===== src/rtl/snor_pkg.sv =====
`timescale 1ns / 1ps
`default_nettype none
package snor_pkg;

    // flash geometry
    localparam int PageBytes = 256;
    localparam int PageLog   = $clog2(PageBytes);
    localparam int ChunkW    = PageLog + 1;
    localparam int AddrBits  = 24;
    localparam int AddrBytes = (AddrBits + 7) / 8;
    localparam int AddrPadW  = AddrBytes * 8;

    // item fields
    localparam int OpW       = 3;
    localparam int AddrInW   = 24;
    localparam int CountW    = 25;
    localparam int ByteW     = 8;
    localparam int KindW     = 2;
    localparam int InDataW   = 64;
    localparam int OutDataW  = 16;
    localparam int InAddrLo  = 0;
    localparam int InCountLo = InAddrLo + AddrInW;
    localparam int InDataLo  = InCountLo + CountW;
    localparam int InUsedW   = InDataLo + ByteW;
    localparam int EndSelBit = ByteW;

    // result list per input item and queue between front and back
    localparam int MaxSlots  = 8;
    localparam int SlotIdxW  = $clog2(MaxSlots);
    localparam int SlotCntW  = SlotIdxW + 1;
    localparam int QDepth    = 2;
    localparam int QPtrW     = $clog2(QDepth);
    localparam int QCntW     = QPtrW + 1;

    // request codes
    localparam logic [OpW-1:0] OP_READ         = 3'd0;
    localparam logic [OpW-1:0] OP_WRITE        = 3'd1;
    localparam logic [OpW-1:0] OP_SECTOR_ERASE = 3'd2;
    localparam logic [OpW-1:0] OP_CHIP_ERASE   = 3'd3;
    localparam logic [OpW-1:0] OP_ID_READ      = 3'd4;
    localparam logic [OpW-1:0] OP_HOST_BYTE    = 3'd5;
    localparam logic [OpW-1:0] OP_FLASH_BYTE   = 3'd6;

    // result kinds
    localparam logic [KindW-1:0] K_SEND = 2'd0;
    localparam logic [KindW-1:0] K_SLOT = 2'd1;
    localparam logic [KindW-1:0] K_HOST = 2'd2;
    localparam logic [KindW-1:0] K_DONE = 2'd3;

    // flash opcodes
    localparam logic [ByteW-1:0] CMD_READ    = 8'h03;
    localparam logic [ByteW-1:0] CMD_PROGRAM = 8'h02;
    localparam logic [ByteW-1:0] CMD_WREN    = 8'h06;
    localparam logic [ByteW-1:0] CMD_RDSR    = 8'h05;
    localparam logic [ByteW-1:0] CMD_SE      = 8'h20;
    localparam logic [ByteW-1:0] CMD_CE      = 8'hC7;
    localparam logic [ByteW-1:0] CMD_RDID    = 8'h9F;

    // write-in-progress bit of the status register
    localparam int WipBit = 0;

    typedef enum logic [2:0] {
        PH_IDLE,
        PH_READ,
        PH_WDATA,
        PH_POLL,
        PH_ID
    } t_phase;

    typedef struct packed {
        logic [KindW-1:0] kind;
        logic [ByteW-1:0] value;
        logic             end_sel;
    } t_slot;

    typedef struct packed {
        logic [SlotIdxW-1:0]       last_idx;
        t_slot [MaxSlots-1:0]      slot;
    } t_script;

    typedef struct packed {
        logic head_valid;
        logic full;
    } t_q_stat;

    function automatic t_slot mk_slot(input logic [KindW-1:0] kind,
                                      input logic [ByteW-1:0] value,
                                      input logic             end_sel);
        t_slot s;
        s.kind    = kind;
        s.value   = value;
        s.end_sel = end_sel;
        return s;
    endfunction

    // bytes of the next frame: up to the page end, at most what is left
    function automatic logic [ChunkW-1:0] chunk_of(input logic [AddrBits-1:0] addr,
                                                   input logic [CountW-1:0]   rem);
        logic [ChunkW-1:0] room;
        room = ChunkW'(PageBytes) - {1'b0, addr[PageLog-1:0]};
        if (rem < CountW'(room)) begin
            return rem[ChunkW-1:0];
        end
        return room;
    endfunction

endpackage
`default_nettype wire


===== src/rtl/snor_front.sv =====
`timescale 1ns / 1ps
`default_nettype none
module snor_front
    import snor_pkg::*;
(
    input  wire logic                i_clk,
    input  wire logic                i_rst_n,
    input  wire logic                i_in_valid,
    output logic                     o_in_ready,
    input  wire logic [OpW-1:0]      i_op,
    input  wire logic [AddrBits-1:0] i_addr,
    input  wire logic [CountW-1:0]   i_count,
    input  wire logic [ByteW-1:0]    i_data,
    input  wire t_q_stat             i_q_stat,
    output logic                     o_push,
    output t_script                  o_script
);

    t_phase              r_phase,      n_phase;
    logic [OpW-1:0]      r_req_kind,   n_req_kind;
    logic [AddrBits-1:0] r_cur_addr,   n_cur_addr;
    logic [CountW-1:0]   r_remaining,  n_remaining;
    logic [ChunkW-1:0]   r_chunk_left, n_chunk_left;

    logic                take;
    logic                cnt_zero;
    logic [ChunkW-1:0]   adv_chunk;
    logic [CountW-1:0]   adv_rem;
    logic [AddrBits-1:0] adv_addr;

    assign o_in_ready = !i_q_stat.full;
    assign take       = i_in_valid && o_in_ready;
    assign cnt_zero   = (i_count == '0);
    assign adv_chunk  = r_chunk_left - 1'b1;
    assign adv_rem    = r_remaining - 1'b1;
    assign adv_addr   = r_cur_addr + 1'b1;

    always_comb begin : next_state
        n_phase = r_phase;
        if (take) begin
            unique case (r_phase)
                PH_IDLE: begin
                    if (i_op == OP_READ) begin
                        n_phase = cnt_zero ? PH_IDLE : PH_READ;
                    end else if (i_op == OP_WRITE) begin
                        n_phase = cnt_zero ? PH_IDLE : PH_WDATA;
                    end else if (i_op == OP_SECTOR_ERASE || i_op == OP_CHIP_ERASE) begin
                        n_phase = PH_POLL;
                    end else if (i_op == OP_ID_READ) begin
                        n_phase = cnt_zero ? PH_IDLE : PH_ID;
                    end
                end
                PH_WDATA: begin
                    if (i_op == OP_HOST_BYTE && adv_chunk == '0) n_phase = PH_POLL;
                end
                PH_READ: begin
                    if (i_op == OP_FLASH_BYTE && adv_chunk == '0 && adv_rem == '0) begin
                        n_phase = PH_IDLE;
                    end
                end
                PH_ID: begin
                    if (i_op == OP_FLASH_BYTE && adv_rem == '0) n_phase = PH_IDLE;
                end
                PH_POLL: begin
                    if (i_op == OP_FLASH_BYTE && !i_data[WipBit]) begin
                        n_phase = (r_req_kind == OP_WRITE && r_remaining != '0) ?
                                  PH_WDATA : PH_IDLE;
                    end
                end
                default: n_phase = PH_IDLE;
            endcase
        end
    end

    always_comb begin : outputs
        logic [SlotCntW-1:0] k;
        logic [ChunkW-1:0]   ch;
        logic [AddrPadW-1:0] ax;
        k            = '0;
        ch           = '0;
        ax           = '0;
        o_script     = '0;
        n_req_kind   = r_req_kind;
        n_cur_addr   = r_cur_addr;
        n_remaining  = r_remaining;
        n_chunk_left = r_chunk_left;
        if (take) begin
            unique case (r_phase)
                PH_IDLE: begin
                    if (i_op <= OP_ID_READ) begin
                        n_req_kind   = i_op;
                        n_cur_addr   = i_addr;
                        n_remaining  = i_count;
                        n_chunk_left = '0;
                        ax           = AddrPadW'(i_addr);
                        ch           = chunk_of(i_addr, i_count);
                    end
                    case (i_op) inside
                        OP_READ: begin
                            if (cnt_zero) begin
                                o_script.slot[k[SlotIdxW-1:0]] = mk_slot(K_DONE, '0, 1'b0);
                                k = k + 1'b1;
                            end else begin
                                n_chunk_left = ch;
                                o_script.slot[k[SlotIdxW-1:0]] = mk_slot(K_SEND, CMD_READ, 1'b0);
                                k = k + 1'b1;
                                for (int i = AddrBytes - 1; i >= 0; i--) begin
                                    o_script.slot[k[SlotIdxW-1:0]] =
                                        mk_slot(K_SEND, ax[8*i +: 8], 1'b0);
                                    k = k + 1'b1;
                                end
                                o_script.slot[k[SlotIdxW-1:0]] =
                                    mk_slot(K_SLOT, '0, ch == ChunkW'(1));
                                k = k + 1'b1;
                            end
                        end
                        OP_WRITE: begin
                            if (cnt_zero) begin
                                o_script.slot[k[SlotIdxW-1:0]] = mk_slot(K_DONE, '0, 1'b0);
                                k = k + 1'b1;
                            end else begin
                                n_chunk_left = ch;
                                o_script.slot[k[SlotIdxW-1:0]] = mk_slot(K_SEND, CMD_WREN, 1'b1);
                                k = k + 1'b1;
                                o_script.slot[k[SlotIdxW-1:0]] =
                                    mk_slot(K_SEND, CMD_PROGRAM, 1'b0);
                                k = k + 1'b1;
                                for (int i = AddrBytes - 1; i >= 0; i--) begin
                                    o_script.slot[k[SlotIdxW-1:0]] =
                                        mk_slot(K_SEND, ax[8*i +: 8], 1'b0);
                                    k = k + 1'b1;
                                end
                            end
                        end
                        [OP_SECTOR_ERASE:OP_CHIP_ERASE]: begin
                            o_script.slot[k[SlotIdxW-1:0]] = mk_slot(K_SEND, CMD_WREN, 1'b1);
                            k = k + 1'b1;
                            if (i_op == OP_SECTOR_ERASE) begin
                                o_script.slot[k[SlotIdxW-1:0]] = mk_slot(K_SEND, CMD_SE, 1'b0);
                                k = k + 1'b1;
                                for (int i = AddrBytes - 1; i >= 0; i--) begin
                                    o_script.slot[k[SlotIdxW-1:0]] =
                                        mk_slot(K_SEND, ax[8*i +: 8], i == 0);
                                    k = k + 1'b1;
                                end
                            end else begin
                                o_script.slot[k[SlotIdxW-1:0]] = mk_slot(K_SEND, CMD_CE, 1'b1);
                                k = k + 1'b1;
                            end
                            o_script.slot[k[SlotIdxW-1:0]] = mk_slot(K_SEND, CMD_RDSR, 1'b0);
                            k = k + 1'b1;
                            o_script.slot[k[SlotIdxW-1:0]] = mk_slot(K_SLOT, '0, 1'b1);
                            k = k + 1'b1;
                        end
                        OP_ID_READ: begin
                            o_script.slot[k[SlotIdxW-1:0]] = mk_slot(K_SEND, CMD_RDID, cnt_zero);
                            k = k + 1'b1;
                            if (cnt_zero) begin
                                o_script.slot[k[SlotIdxW-1:0]] = mk_slot(K_DONE, '0, 1'b0);
                            end else begin
                                o_script.slot[k[SlotIdxW-1:0]] =
                                    mk_slot(K_SLOT, '0, i_count == CountW'(1));
                            end
                            k = k + 1'b1;
                        end
                        default: ;
                    endcase
                end
                PH_WDATA: begin
                    if (i_op == OP_HOST_BYTE) begin
                        o_script.slot[k[SlotIdxW-1:0]] =
                            mk_slot(K_SEND, i_data, r_chunk_left <= ChunkW'(1));
                        k = k + 1'b1;
                        n_chunk_left = adv_chunk;
                        n_remaining  = adv_rem;
                        n_cur_addr   = adv_addr;
                        if (adv_chunk == '0) begin
                            o_script.slot[k[SlotIdxW-1:0]] = mk_slot(K_SEND, CMD_RDSR, 1'b0);
                            k = k + 1'b1;
                            o_script.slot[k[SlotIdxW-1:0]] = mk_slot(K_SLOT, '0, 1'b1);
                            k = k + 1'b1;
                        end
                    end
                end
                PH_READ: begin
                    if (i_op == OP_FLASH_BYTE) begin
                        o_script.slot[k[SlotIdxW-1:0]] = mk_slot(K_HOST, i_data, 1'b0);
                        k = k + 1'b1;
                        n_chunk_left = adv_chunk;
                        n_remaining  = adv_rem;
                        n_cur_addr   = adv_addr;
                        if (adv_chunk != '0) begin
                            o_script.slot[k[SlotIdxW-1:0]] =
                                mk_slot(K_SLOT, '0, adv_chunk == ChunkW'(1));
                            k = k + 1'b1;
                        end else if (adv_rem != '0) begin
                            // next page: open a new read frame
                            ch           = chunk_of(adv_addr, adv_rem);
                            ax           = AddrPadW'(adv_addr);
                            n_chunk_left = ch;
                            o_script.slot[k[SlotIdxW-1:0]] = mk_slot(K_SEND, CMD_READ, 1'b0);
                            k = k + 1'b1;
                            for (int i = AddrBytes - 1; i >= 0; i--) begin
                                o_script.slot[k[SlotIdxW-1:0]] =
                                    mk_slot(K_SEND, ax[8*i +: 8], 1'b0);
                                k = k + 1'b1;
                            end
                            o_script.slot[k[SlotIdxW-1:0]] =
                                mk_slot(K_SLOT, '0, ch == ChunkW'(1));
                            k = k + 1'b1;
                        end else begin
                            o_script.slot[k[SlotIdxW-1:0]] = mk_slot(K_DONE, '0, 1'b0);
                            k = k + 1'b1;
                        end
                    end
                end
                PH_ID: begin
                    if (i_op == OP_FLASH_BYTE) begin
                        o_script.slot[k[SlotIdxW-1:0]] = mk_slot(K_HOST, i_data, 1'b0);
                        k = k + 1'b1;
                        n_remaining = adv_rem;
                        if (adv_rem != '0) begin
                            o_script.slot[k[SlotIdxW-1:0]] =
                                mk_slot(K_SLOT, '0, adv_rem == CountW'(1));
                        end else begin
                            o_script.slot[k[SlotIdxW-1:0]] = mk_slot(K_DONE, '0, 1'b0);
                        end
                        k = k + 1'b1;
                    end
                end
                PH_POLL: begin
                    if (i_op == OP_FLASH_BYTE) begin
                        if (i_data[WipBit]) begin
                            o_script.slot[k[SlotIdxW-1:0]] = mk_slot(K_SEND, CMD_RDSR, 1'b0);
                            k = k + 1'b1;
                            o_script.slot[k[SlotIdxW-1:0]] = mk_slot(K_SLOT, '0, 1'b1);
                            k = k + 1'b1;
                        end else if (r_req_kind == OP_WRITE && r_remaining != '0) begin
                            // next page program, with its own write enable
                            ch           = chunk_of(r_cur_addr, r_remaining);
                            ax           = AddrPadW'(r_cur_addr);
                            n_chunk_left = ch;
                            o_script.slot[k[SlotIdxW-1:0]] = mk_slot(K_SEND, CMD_WREN, 1'b1);
                            k = k + 1'b1;
                            o_script.slot[k[SlotIdxW-1:0]] = mk_slot(K_SEND, CMD_PROGRAM, 1'b0);
                            k = k + 1'b1;
                            for (int i = AddrBytes - 1; i >= 0; i--) begin
                                o_script.slot[k[SlotIdxW-1:0]] =
                                    mk_slot(K_SEND, ax[8*i +: 8], 1'b0);
                                k = k + 1'b1;
                            end
                        end else begin
                            o_script.slot[k[SlotIdxW-1:0]] = mk_slot(K_DONE, '0, 1'b0);
                            k = k + 1'b1;
                        end
                    end
                end
                default: ;
            endcase
        end
        o_script.last_idx = SlotIdxW'(k - 1'b1);
        o_push            = take && (k != '0);
    end

    always_ff @(posedge i_clk) begin
        if (!i_rst_n) begin
            r_phase      <= PH_IDLE;
            r_req_kind   <= '0;
            r_cur_addr   <= '0;
            r_remaining  <= '0;
            r_chunk_left <= '0;
        end else begin
            r_phase      <= n_phase;
            r_req_kind   <= n_req_kind;
            r_cur_addr   <= n_cur_addr;
            r_remaining  <= n_remaining;
            r_chunk_left <= n_chunk_left;
        end
    end

endmodule
`default_nettype wire


===== src/rtl/snor_queue.sv =====
`timescale 1ns / 1ps
`default_nettype none
module snor_queue
    import snor_pkg::*;
(
    input  wire logic    i_clk,
    input  wire logic    i_rst_n,
    input  wire logic    i_push,
    input  wire t_script i_script,
    input  wire logic    i_pop,
    output t_script      o_head,
    output t_q_stat      o_stat
);

    t_script           r_mem [QDepth];
    logic [QPtrW-1:0]  r_wr;
    logic [QPtrW-1:0]  r_rd;
    logic [QCntW-1:0]  r_cnt;

    assign o_head            = r_mem[r_rd];
    assign o_stat.head_valid = (r_cnt != '0);
    assign o_stat.full       = (r_cnt == QCntW'(QDepth));

    // entries carry no reset
    always_ff @(posedge i_clk) begin
        if (i_push) r_mem[r_wr] <= i_script;
    end

    always_ff @(posedge i_clk) begin
        if (!i_rst_n) begin
            r_wr  <= '0;
            r_rd  <= '0;
            r_cnt <= '0;
        end else begin
            if (i_push) r_wr <= r_wr + 1'b1;
            if (i_pop)  r_rd <= r_rd + 1'b1;
            if (i_push && !i_pop) begin
                r_cnt <= r_cnt + 1'b1;
            end else if (i_pop && !i_push) begin
                r_cnt <= r_cnt - 1'b1;
            end
        end
    end

endmodule
`default_nettype wire


===== src/rtl/snor_back.sv =====
`timescale 1ns / 1ps
`default_nettype none
module snor_back
    import snor_pkg::*;
(
    input  wire logic              i_clk,
    input  wire logic              i_rst_n,
    input  wire t_script           i_head,
    input  wire t_q_stat           i_q_stat,
    output logic                   o_pop,
    output logic                   o_valid,
    input  wire logic              i_ready,
    output logic [KindW-1:0]       o_kind,
    output logic [ByteW-1:0]       o_byte,
    output logic                   o_end_sel,
    output logic                   o_last
);

    logic                r_valid;
    logic [SlotIdxW-1:0] r_idx;
    logic [KindW-1:0]    r_kind;
    logic [ByteW-1:0]    r_byte;
    logic                r_end_sel;
    logic                r_last;

    logic                load;
    logic                at_last;
    t_slot               cur;

    assign load    = !r_valid || i_ready;
    assign cur     = i_head.slot[r_idx];
    assign at_last = (r_idx == i_head.last_idx);
    assign o_pop   = load && i_q_stat.head_valid && at_last;

    always_ff @(posedge i_clk) begin
        if (!i_rst_n) begin
            r_valid <= 1'b0;
            r_idx   <= '0;
        end else if (load) begin
            r_valid <= i_q_stat.head_valid;
            if (i_q_stat.head_valid) begin
                r_idx <= at_last ? '0 : r_idx + 1'b1;
            end
        end
    end

    always_ff @(posedge i_clk) begin
        if (load) begin
            r_kind    <= cur.kind;
            r_byte    <= cur.value;
            r_end_sel <= cur.end_sel;
            r_last    <= at_last;
        end
    end

    assign o_valid   = r_valid;
    assign o_kind    = r_kind;
    assign o_byte    = r_byte;
    assign o_end_sel = r_end_sel;
    assign o_last    = r_last;

endmodule
`default_nettype wire


===== src/rtl/spi_nor_flash_command_sequencer_top.sv =====
`timescale 1ns / 1ps
`default_nettype none
// serial nor flash command sequencer
// input stream: one item per host request (read, page program, sector erase,
//   chip erase, id read), per host payload byte, or per byte received from
//   the flash; tuser carries the op code, tdata the address, count and byte
// output stream: byte slots for the flash (send byte, receive slot request),
//   bytes returned to the host and request done; tuser carries the kind,
//   tdata the byte and the chip-select release flag, tlast marks the last
//   result caused by one input item
// an input item causes zero to seven results; the front classifies it and
//   updates the request state in the cycle it is accepted, then queues its
//   result list; the back drains the list one result per cycle while the
//   receiver is ready; when nothing is queued ahead of an item, its first
//   result passes through its queue entry and then the output register
// throughput: the front takes one item per cycle while the two-entry queue
//   has room; the sustained rate is set by the single output register of
//   the back end
// a stalled receiver holds the output register; the queue fills and then
//   tready drops on the input side
// reset (synchronous, active low) returns to idle with an empty queue and
//   no result pending
module spi_nor_flash_command_sequencer_top
    import snor_pkg::*;
(
    input  wire logic                i_clk,
    input  wire logic                i_rst_n,
    input  wire logic                i_s_tvalid,
    output logic                     o_s_tready,
    input  wire logic [InDataW-1:0]  i_s_tdata,   // addr[23:0], count[48:24], data[56:49]
    input  wire logic [OpW-1:0]      i_s_tuser,   // op[2:0]
    output logic                     o_m_tvalid,
    input  wire logic                i_m_tready,
    output logic [OutDataW-1:0]      o_m_tdata,   // byte_value[7:0], end_select[8]
    output logic [KindW-1:0]         o_m_tuser,   // kind[1:0]
    output logic                     o_m_tlast    // last
);

    // input field unpacking
    logic [AddrBits-1:0] in_addr;
    logic [CountW-1:0]   in_count;
    logic [ByteW-1:0]    in_data;

    assign in_addr  = i_s_tdata[InAddrLo +: AddrBits];
    assign in_count = i_s_tdata[InCountLo +: CountW];
    assign in_data  = i_s_tdata[InDataLo +: ByteW];

    // front to queue to back
    logic    push;
    logic    pop;
    t_script front_script;
    t_script head;
    t_q_stat q_stat;

    logic [ByteW-1:0] out_byte;
    logic             out_end_sel;

    snor_front u_front (
        .i_clk      (i_clk),
        .i_rst_n    (i_rst_n),
        .i_in_valid (i_s_tvalid),
        .o_in_ready (o_s_tready),
        .i_op       (i_s_tuser),
        .i_addr     (in_addr),
        .i_count    (in_count),
        .i_data     (in_data),
        .i_q_stat   (q_stat),
        .o_push     (push),
        .o_script   (front_script)
    );

    snor_queue u_queue (
        .i_clk    (i_clk),
        .i_rst_n  (i_rst_n),
        .i_push   (push),
        .i_script (front_script),
        .i_pop    (pop),
        .o_head   (head),
        .o_stat   (q_stat)
    );

    snor_back u_back (
        .i_clk     (i_clk),
        .i_rst_n   (i_rst_n),
        .i_head    (head),
        .i_q_stat  (q_stat),
        .o_pop     (pop),
        .o_valid   (o_m_tvalid),
        .i_ready   (i_m_tready),
        .o_kind    (o_m_tuser),
        .o_byte    (out_byte),
        .o_end_sel (out_end_sel),
        .o_last    (o_m_tlast)
    );

    // output packing, zero filled to whole bytes
    assign o_m_tdata = {(OutDataW - ByteW - 1)'(0), out_end_sel, out_byte};

endmodule
`default_nettype wire


===== config.mk =====
export PLATFORM = sky130hd
export DESIGN_NAME = spi_nor_flash_command_sequencer_top
export DESIGN_NICKNAME = d
export VERILOG_FILES = /design/src/rtl/snor_pkg.sv /design/src/rtl/snor_front.sv /design/src/rtl/snor_queue.sv /design/src/rtl/snor_back.sv /design/src/rtl/spi_nor_flash_command_sequencer_top.sv
export SDC_FILE = /design/constraint.sdc
export NUM_CORES = 1
export LEC_CHECK = 0
export ABC_AREA = 1
export BUFFER_PORTS_ARGS = -buffer_cell sky130_fd_sc_hd__buf_2
export CAP_MARGIN = 10
export CORE_UTILIZATION = 40
export CTS_BUF_LIST = sky130_fd_sc_hd__clkbuf_4
export DETAILED_ROUTE_END_ITERATION = 8
export GPL_ROUTABILITY_DRIVEN = 0
export HOLD_SLACK_MARGIN = 0.06
export MAX_ROUTING_LAYER = met4
export SYNTH_ARGS = -nofsm -noshare
export SYNTH_HDL_FRONTEND = slang
export SYNTH_HIERARCHICAL = 1
export SYNTH_SLANG_ARGS = --single-unit

===== constraint.sdc =====
create_clock -name i_clk -period 8.7 [get_ports i_clk]
set_clock_uncertainty 0.2 [all_clocks]
set_input_delay 0.87 -clock i_clk [delete_from_list [all_inputs] [get_ports i_clk]]
set_output_delay 0.87 -clock i_clk [all_outputs]
set_load 0.1 [all_outputs]

==> results.yml, run 1 <==
power:
  leakagePower_nw: 7.66
  combPwrFrac_pct: 47.4
  p_per_area_mw_per_mm2: 306
  internal_power_mw: 3.04
  swShare_pct: 45.8
  peakVddDrop_mv: 0.221
  pwr-share-clk_pct: 20.1
  p_seq_share_pct: 32.5
  p_sw_mw: 2.57
global_route:
  grt_usage_pct: 21.8
  antenna_found_initial: 2
  grt_first_pass_wirelength_mm: 71.6
  grt_pass1_vias: 13397
  overflow: 0
  grt_max_degree: 55
clock_tree:
  htree_num_levels: 3
  cts_buffers: 75
  clockBufferDepth: 3
  cts_hold_buf: 0
  cts-root-buf: "clkbuf_4"
  cts_tree: "built"
  insertion_delay_ns: 0.75
  cts_repair_resize_count: 0
  clk_pin_slew_ns: 0.06
  post-cts-setup-buffer-count: 0
  clock_sinks: 267
worst_setup_path:
  cp_max_fo: 54
  path_delay_family: "buffers and inverters"
  reg2reg_depth: 20
  max_stage_delay_ns: 0.72
  crit_arrival_ns: 5.25
  slowest_stage: "buf_4"
  r2r_slack_ns: 3.59
  crit_cells: 20
  crit_top_cell: "nand2_4"
  end_kind: "flip-flop"
  crit_buf_inv: 4
  critPathLaunchType: "flip-flop"
  path_cells: "inv_2 -> ha_1 -> nand2_2 -> nor2_4 -> nand3_2 -> o21ai_2 -> nor2_1 -> nand2_2 -> nor2_4 -> nand2_4 -> nand2_4 -> nor2_8 -> nand2_4 -> inv_4 -> o31ai_4 -> ha_1 -> nor2_1 -> nand2_1 -> clkinv_2 -> buf_4"
  cp.required_ns: 8.84
  crit_type: "flip-flop to flip-flop"
finish:
  final_cell_area_mm2: 0.0184
  drive_gt1_share_pct: 19.2
  multiInputGateArea_mm2: 0.00812
  nFillCells: 4185
  seqCellArea_mm2: 0.00729
  area_growth_pct: 8.26
  postLayoutCoreUtil_pct: 43.9
  nNetsFinal: 2140
sta:
  rsz0062_at_grt: "false"
  report.final.hold_viol_count: 0
  period_needed_ns: 5.11
  maxSlewViolCount: 0
  setup_tns_ns: 0
  max_freq_mhz: 196
  finalCritPeriodShare_pct: 58.8
  tightest_slew_ns: 0.964
  relSlewSlack_pct: 35.7
  setup_viol: 0
synthesis:
  synth_xor_area_share_pct: 2.52
  syn_area_mm2: 0.0170
  synth-main-ff-cell: "edfxtp_1"
  synth_edf_count: 194
  synthSimpleGateAreaFrac_pct: 20.5
  yosysWarnings: 6
  synth_top_family_by_area: "simple AND/OR/NAND/NOR gates"
  syn_avg_cell_area_um2: 8.74
  ys_types: 61
  yosys.area_share.adder_pct: 2.73
  synth_mux_area_share_pct: 8.03
  ys_ff_latch: 267
  async_reset_ff_share_pct: 0
  synthCells: 1941
  synth_compound_area_share_pct: 13.2
  synth-seq-area-share_pct: 43.0
floorplanning:
  die_area_mm2: 0.0432
  num_rows: 75
  start_util_pct: 40.5
  chipWidth_um: 208
  ios: 92
  core_mm2: 0.0419
  die_height_um: 208
routing:
  ant_nets: 0
  drt_iter0_markers: 1082
  num_vias: 13970
  dr.pass1.iters: 6
  drt_wl_total_mm: 45.9
  wl_per_cell_um: 17.5
  vias_per_cell: 5.31
  drc: 0
place:
  hpwl_mm: 32.6
  io_buffer_count: 77
  placed_area_mm2: 0.0174
worst_hold_path:
  holdPathStages: 3
  hold_path.class: "input port to flip-flop"
outcome:
  run_status: "finished, final reports clean"
run:
  drv_cap: 0
==> final timing paths <==
kind / from / end
max reg2reg: u_front/r_remaining[0] / u_queue/r_mem[1][55]
max: u_front/r_remaining[0] / u_queue/r_mem[1][55]
min: i_s_tdata[37] / u_front/r_remaining[13]
min reg2reg: u_front/r_req_kind[1] / u_front/r_req_kind[1]
==> layout make-up <==
class	instances	share of cell area [%]
Sequential cell	267	39.7
Antenna cell	3	0.0409
Multi-Input combinational cell	1383	44.2
Inverter	212	4.39
Tap cell	539	3.67
Clock buffer	110	4.50
Clock inverter	22	0.586
Timing Repair Buffer	93	2.86
==> kinds of logic after synthesis <==
group | Yosys count
buf+inv | 326
simple gates | 785
other cells | 2
fa+ha+maj | 37
mux | 91
xor+xnor | 48
compound gates | 385
flops | 267
==> worst min-delay path: cells and delay by family <==
kind                   cells  cell delay (ns)
buffers and inverters      1             0.09
AOI/OAI and AO/OA          2             0.17
==> sequential cells by signal, summed over array words and instances, names as in the netlist, 3 cells and up, named ones only <==
name                  cells
u_front/r_chunk_left      9
u_queue/r_mem           182
u_back/r_idx              3
u_front/r_phase           3
u_front/r_remaining      25
u_front/r_req_kind        3
u_front/r_cur_addr       24
u_back/o_byte             8
==> routing by layer <==
metal  wire length [um]  vias to the layer above  part of all wire, %  track usage (%)
met2              21400                      520                   47             33.8
met4               1090                        0                  2.4             7.94
met5                  0                        -                    0                -
met1              20000                     6585                   44             27.9
met3               3450                       87                  7.5             4.92
li1                   -                     6778                    -                -
==> synthesized netlist by cell type, types with 9 or more instances <==
| master | count | area, um^2 |
|---|---|---|
| inv_1 | 194 | 728 |
| a221oi_1 | 19 | 166 |
| a21oi_2 | 21 | 184 |
| nor2_1 | 253 | 950 |
| nor2_4 | 14 | 158 |
| inv_2 | 9 | 33.8 |
| buf_4 | 46 | 345 |
| a31oi_1 | 23 | 144 |
| ha_1 | 37 | 463 |
| buf_6 | 11 | 124 |
| o22ai_1 | 26 | 163 |
| nand2_1 | 334 | 1250 |
| dfxtp_1 | 73 | 1460 |
| nand4_1 | 21 | 131 |
| xor2_1 | 40 | 350 |
| nand3_1 | 73 | 365 |
| mux2_4 | 90 | 1350 |
| buf_2 | 10 | 50.1 |
| o21ai_1 | 54 | 270 |
| o21ai_0 | 107 | 536 |
| buf_12 | 10 | 200 |
| clkbuf_1 | 34 | 128 |
| edfxtp_1 | 194 | 5830 |
| nor3_1 | 32 | 160 |
| o211ai_1 | 9 | 67.6 |
| a21oi_1 | 106 | 531 |
| nor2_2 | 17 | 106 |
==> per-stage QoR <==
step                      hold slack (ns)  total power, mW  setup slack (ns)  std cells
after floorplan                     0.239             3.92              1.62       1976
final                               0.212             5.61              3.59       2629
after CTS                           0.136             5.63              3.32       2625
after global placement              0.247             4.43              2.85       2493
after detailed placement            0.259             4.48              2.83       2493
after global routing                0.173             6.03              3.24       2629
==> cells in the final DEF, fill, tap and decap left out, types with 4 or more instances in the layout <==
master    instances
a221oi_1         19
nor2_1          252
inv_1           193
nand2_1         334
clkinv_4          4
xor2_1           40
dfxtp_1          71
a21oi_2          21
nor3_1           32
clkinv_1         22
buf_2            77
clkbuf_4        110
nand4_1          21
nor4_1            7
nor2_4           15
nor2_2           17
inv_2            11
nand3_2           6
o21ai_1          54
o21ai_2           4
o211ai_1          9
mux2_4           90
ha_1             37
a21oi_1         106
o21ai_0         107
xnor2_1           7
o22ai_1          26
edfxtp_1        194
buf_4            15
a31oi_1          23
nand2_4           5
nand2_2           7
conb_1           37
nand3_1          73
==> power groups by stage <==
stage | Clock [mW] | Sequential [mW] | Combinational (mW)
3_5_place_dp | 0 | 1.85 | 2.63
6_report | 1.13 | 1.82 | 2.66
3_3_place_gp | 0 | 1.84 | 2.59
2_1_floorplan | 0 | 2.00 | 1.92
5_1_grt | 1.23 | 1.85 | 2.95
4_1_cts | 1.17 | 1.82 | 2.64
No activity file was read; power rests on OpenSTA's default activity.
==> run 2: changes to the inputs <==
ABC_AREA = 0   (was 1)
clock period = 5.13 ns   (was 8.7 ns; I/O delays follow)
==> run 2 against run 1 <==
  * Fmax is 12% higher
  * Worst hold slack got worse by 0.098 ns
  * Register-to-register slack worse by 3.0 ns
  * Final cell count fell by 13%
  * Largest power group unchanged
  * Non-clock buffer count is 75 higher
  * Highest routed layer unchanged
  * Via count is 7.2% lower
  * Design area decreased by 0.22%
  * Synthesized area down 4.1%
  * Die area is 4.1% lower
  * Utilization increased by 2.0 points
  * Sequential power rose by 84%
  * Largest cell class unchanged
==> results.yml, run 2 <==
worst_setup_path:
  cp_max_fo: 11
  r2r_end: "u_front/r_chunk_left[7]"
  max_stage_delay_ns: 0.49
  end_kind: "flip-flop"
  critPathLaunchType: "flip-flop"
  rr_startpoint: "u_front/r_cur_addr[1]"
  crit_arrival_ns: 5.00
  slowest_stage: "nor3_1"
  crit_type: "flip-flop to flip-flop"
  cp.required_ns: 5.54
  reg2reg_depth: 17
  r2r_slack_ns: 0.54
  path_cells: "inv_1 -> ha_1 -> nor3_1 -> mux2i_1 -> o22ai_1 -> xor2_1 -> ha_1 -> a21o_1 -> a21oi_1 -> o21ai_0 -> a21oi_1 -> nand4_1 -> buf_4 -> mux2i_1 -> a21o_1 -> o31a_1 -> o21a_1"
clock_tree:
  cts-root-buf: "clkbuf_4"
  clockBufferDepth: 3
  clock_sinks: 267
  cts_tree: "built"
  insertion_delay_ns: 0.76
  cts_buffers: 72
  clk_pin_slew_ns: 0.07
  htree_num_levels: 3
  cts_repair_resize_count: 0
  cts_hold_buf: 56
  post-cts-setup-buffer-count: 0
finish:
  nNetsFinal: 1823
  final_cell_mix: "194 x edfxtp_1, 124 x nor2_1, 115 x nand2_1, 105 x mux2_2, 102 x a21oi_1"
  nFillCells: 3754
  final_common_cell: "edfxtp_1"
  top_regs: "u_queue/r_mem x182, u_front/r_remaining x25, u_front/r_cur_addr x24"
  drive_gt1_share_pct: 20.9
  largest_register_ffs: 182
  top_register: "u_queue/r_mem"
  area_growth_pct: 12.7
floorplanning:
  num_rows: 73
  chipWidth_um: 204
  die_area_mm2: 0.0415
  start_util_pct: 40.7
  ios: 92
  die_height_um: 204
  core_mm2: 0.0399
routing:
  num_vias: 12959
  drt_wl_total_mm: 44.1
  drt_iter0_markers: 1430
  dr.pass1.iters: 8
  ant_nets: 0
  drc: 0
  wl_per_cell_um: 19.3
  vias_per_cell: 5.66
global_route:
  met3_usage_pct: 3.91
  grt_first_pass_wirelength_mm: 68.5
  grt_max_degree: 77
  antenna_found_initial: 3
  grt_pass1_vias: 12327
  grt_usage_pct: 22.0
  met1_usage_pct: 28.1
  busiest_layer: "met2"
  met2_usage_pct: 34.1
  overflow: 0
synthesis:
  synth_edf_count: 194
  synth.top_cell.area_share_pct: 35.8
  yosys.area.top_type: "edfxtp_1"
  async_reset_ff_share_pct: 0
  synthCells: 1591
  synth.most_common_cell: "edfxtp_1"
  synth-main-ff-cell: "edfxtp_1"
  yosysWarnings: 6
  ys_ff_latch: 267
  synth_common_cells: "194 x edfxtp_1, 126 x nor2_1, 115 x nand2_1"
  syn_area_mm2: 0.0163
  ys_types: 84
  ys_top_cells_by_area: "edfxtp_1 36%, dfxtp_1 9.0%, mux2_2 7.3%"
  syn_avg_cell_area_um2: 10.2
  synth-seq-area-share_pct: 44.8
power:
  internal_power_mw: 5.95
  swShare_pct: 45.9
  p_per_area_mw_per_mm2: 601
  combPwrFrac_pct: 52.6
  p_seq_share_pct: 30.4
  pwr-share-clk_pct: 17.0
  leakagePower_nw: 6.77
  peakVddDrop_mv: 0.433
  p_sw_mw: 5.06
sta:
  setup_tns_ns: 0
  setup_viol: 0
  tightest_slew_ns: 1.15
  report.final.hold_viol_count: 0
  relSlewSlack_pct: 23.1
  max_freq_mhz: 218
  final.setup.worst_slack_ns: 0.544
  rsz0062_at_grt: "false"
  maxSlewViolCount: 0
  finalCritPeriodShare_pct: 89.4
  period_needed_ns: 4.59
place:
  hpwl_mm: 30.2
  dpl_worst_slack_ns: 0.600
  io_buffer_count: 77
worst_hold_path:
  hp-start: "i_s_tdata[5]"
  holdPathStages: 5
  hold_path.class: "input port to flip-flop"
  hold-path-endpoint: "u_front/r_cur_addr[5]"
run:
  drv_cap: 0
outcome:
  run_status: "finished, final reports clean"
-- run 2: cell count changes after synthesis, sizes merged, moves of 32 or more --
cell | before | now
and2 | 0 | 32
inv | 205 | 50
o21ai | 165 | 103
nand3 | 79 | 32
nor2b | 0 | 32
clkbuf | 35 | 77
nand2 | 346 | 115
nor2 | 285 | 126
-- run 2: final cells by class --
type	count	area (um^2)	share of cell area, %
clock buffers	99	743	4.06
multi-input cells	1156	8060	44.0
clock inverters	22	144	0.785
flip-flops and latches	267	7290	39.8
inverters	50	188	1.02
diodes	4	10.0	0.0546
repair buffers	168	1230	6.73
well taps	525	657	3.59
-- run 2: cells by family after synthesis --
group,share of synthesized area [%]
compound gates,14.7
xor+xnor,2.32
fa+ha+maj,2.85
buf+inv,6.63
flops,44.8
mux,12.3
other cells,0.0462
simple gates,16.3
-- run 2: worst max-delay path by stage --
| stage | depth (start not counted) | slack, ns | startpoint | end |
|---|---|---|---|---|
| 6_report | 17 | 0.54 | u_front/r_cur_addr[1] | u_front/r_chunk_left[7] |
| 5_1_grt | 13 | 0.25 | u_front/r_chunk_left[0] | u_queue/r_mem[1][63] |
| 4_1_cts | 17 | 0.56 | u_front/r_cur_addr[1] | u_front/r_chunk_left[7] |
| 3_5_place_dp | 13 | 0.60 | u_front/r_chunk_left[0] | u_queue/r_mem[1][53] |
| 3_3_place_gp | 12 | 0.65 | u_front/r_chunk_left[0] | u_queue/r_mem[1][53] |
| 2_1_floorplan | 17 | 0.03 | u_front/r_remaining[0] | u_queue/r_mem[0][0] |
-- run 2: stage by stage --
step           area (um^2)  cells  total power [mW]  hold slack, ns  utilization, %
5_1_grt              18300   2291              11.8          0.0958            45.9
3_3_place_gp         16900   2110              8.99           0.278            42.2
6_report             18300   2291              11.0           0.115            45.9
3_5_place_dp         16900   2110              9.07           0.277            42.2
4_1_cts              18300   2287              11.0          0.0641            45.9
2_1_floorplan        16400   1626              7.72           0.253               -
-- run 2: layer usage --
| metal | share of wire, % | vias up |
|---|---|---|
| met1 | 44 | 6204 |
| met2 | 47 | 491 |
| met5 | 0 | - |
| met4 | 3.4 | 0 |
| li1 | - | 6154 |
| met3 | 5.8 | 110 |
-- run 2: critical path, delay by kind of cell, from the launching register on --
kind	cells	cell delay (ns)
compound gates	8	1.49
xor+xnor	1	0.38
fa+ha+maj	2	0.70
buf+inv	2	0.28
flops	1	0.47
mux	2	0.29
simple gates	2	0.62
-- run 2: power groups by stage --
stage	Sequential, mW	Combinational, mW	Clock, mW
finish	3.34	5.79	1.88
CTS	3.34	5.75	1.94
global route	3.42	6.33	2.05
global placement	3.36	5.63	0
floorplan	3.52	4.20	0
detailed placement	3.38	5.69	0
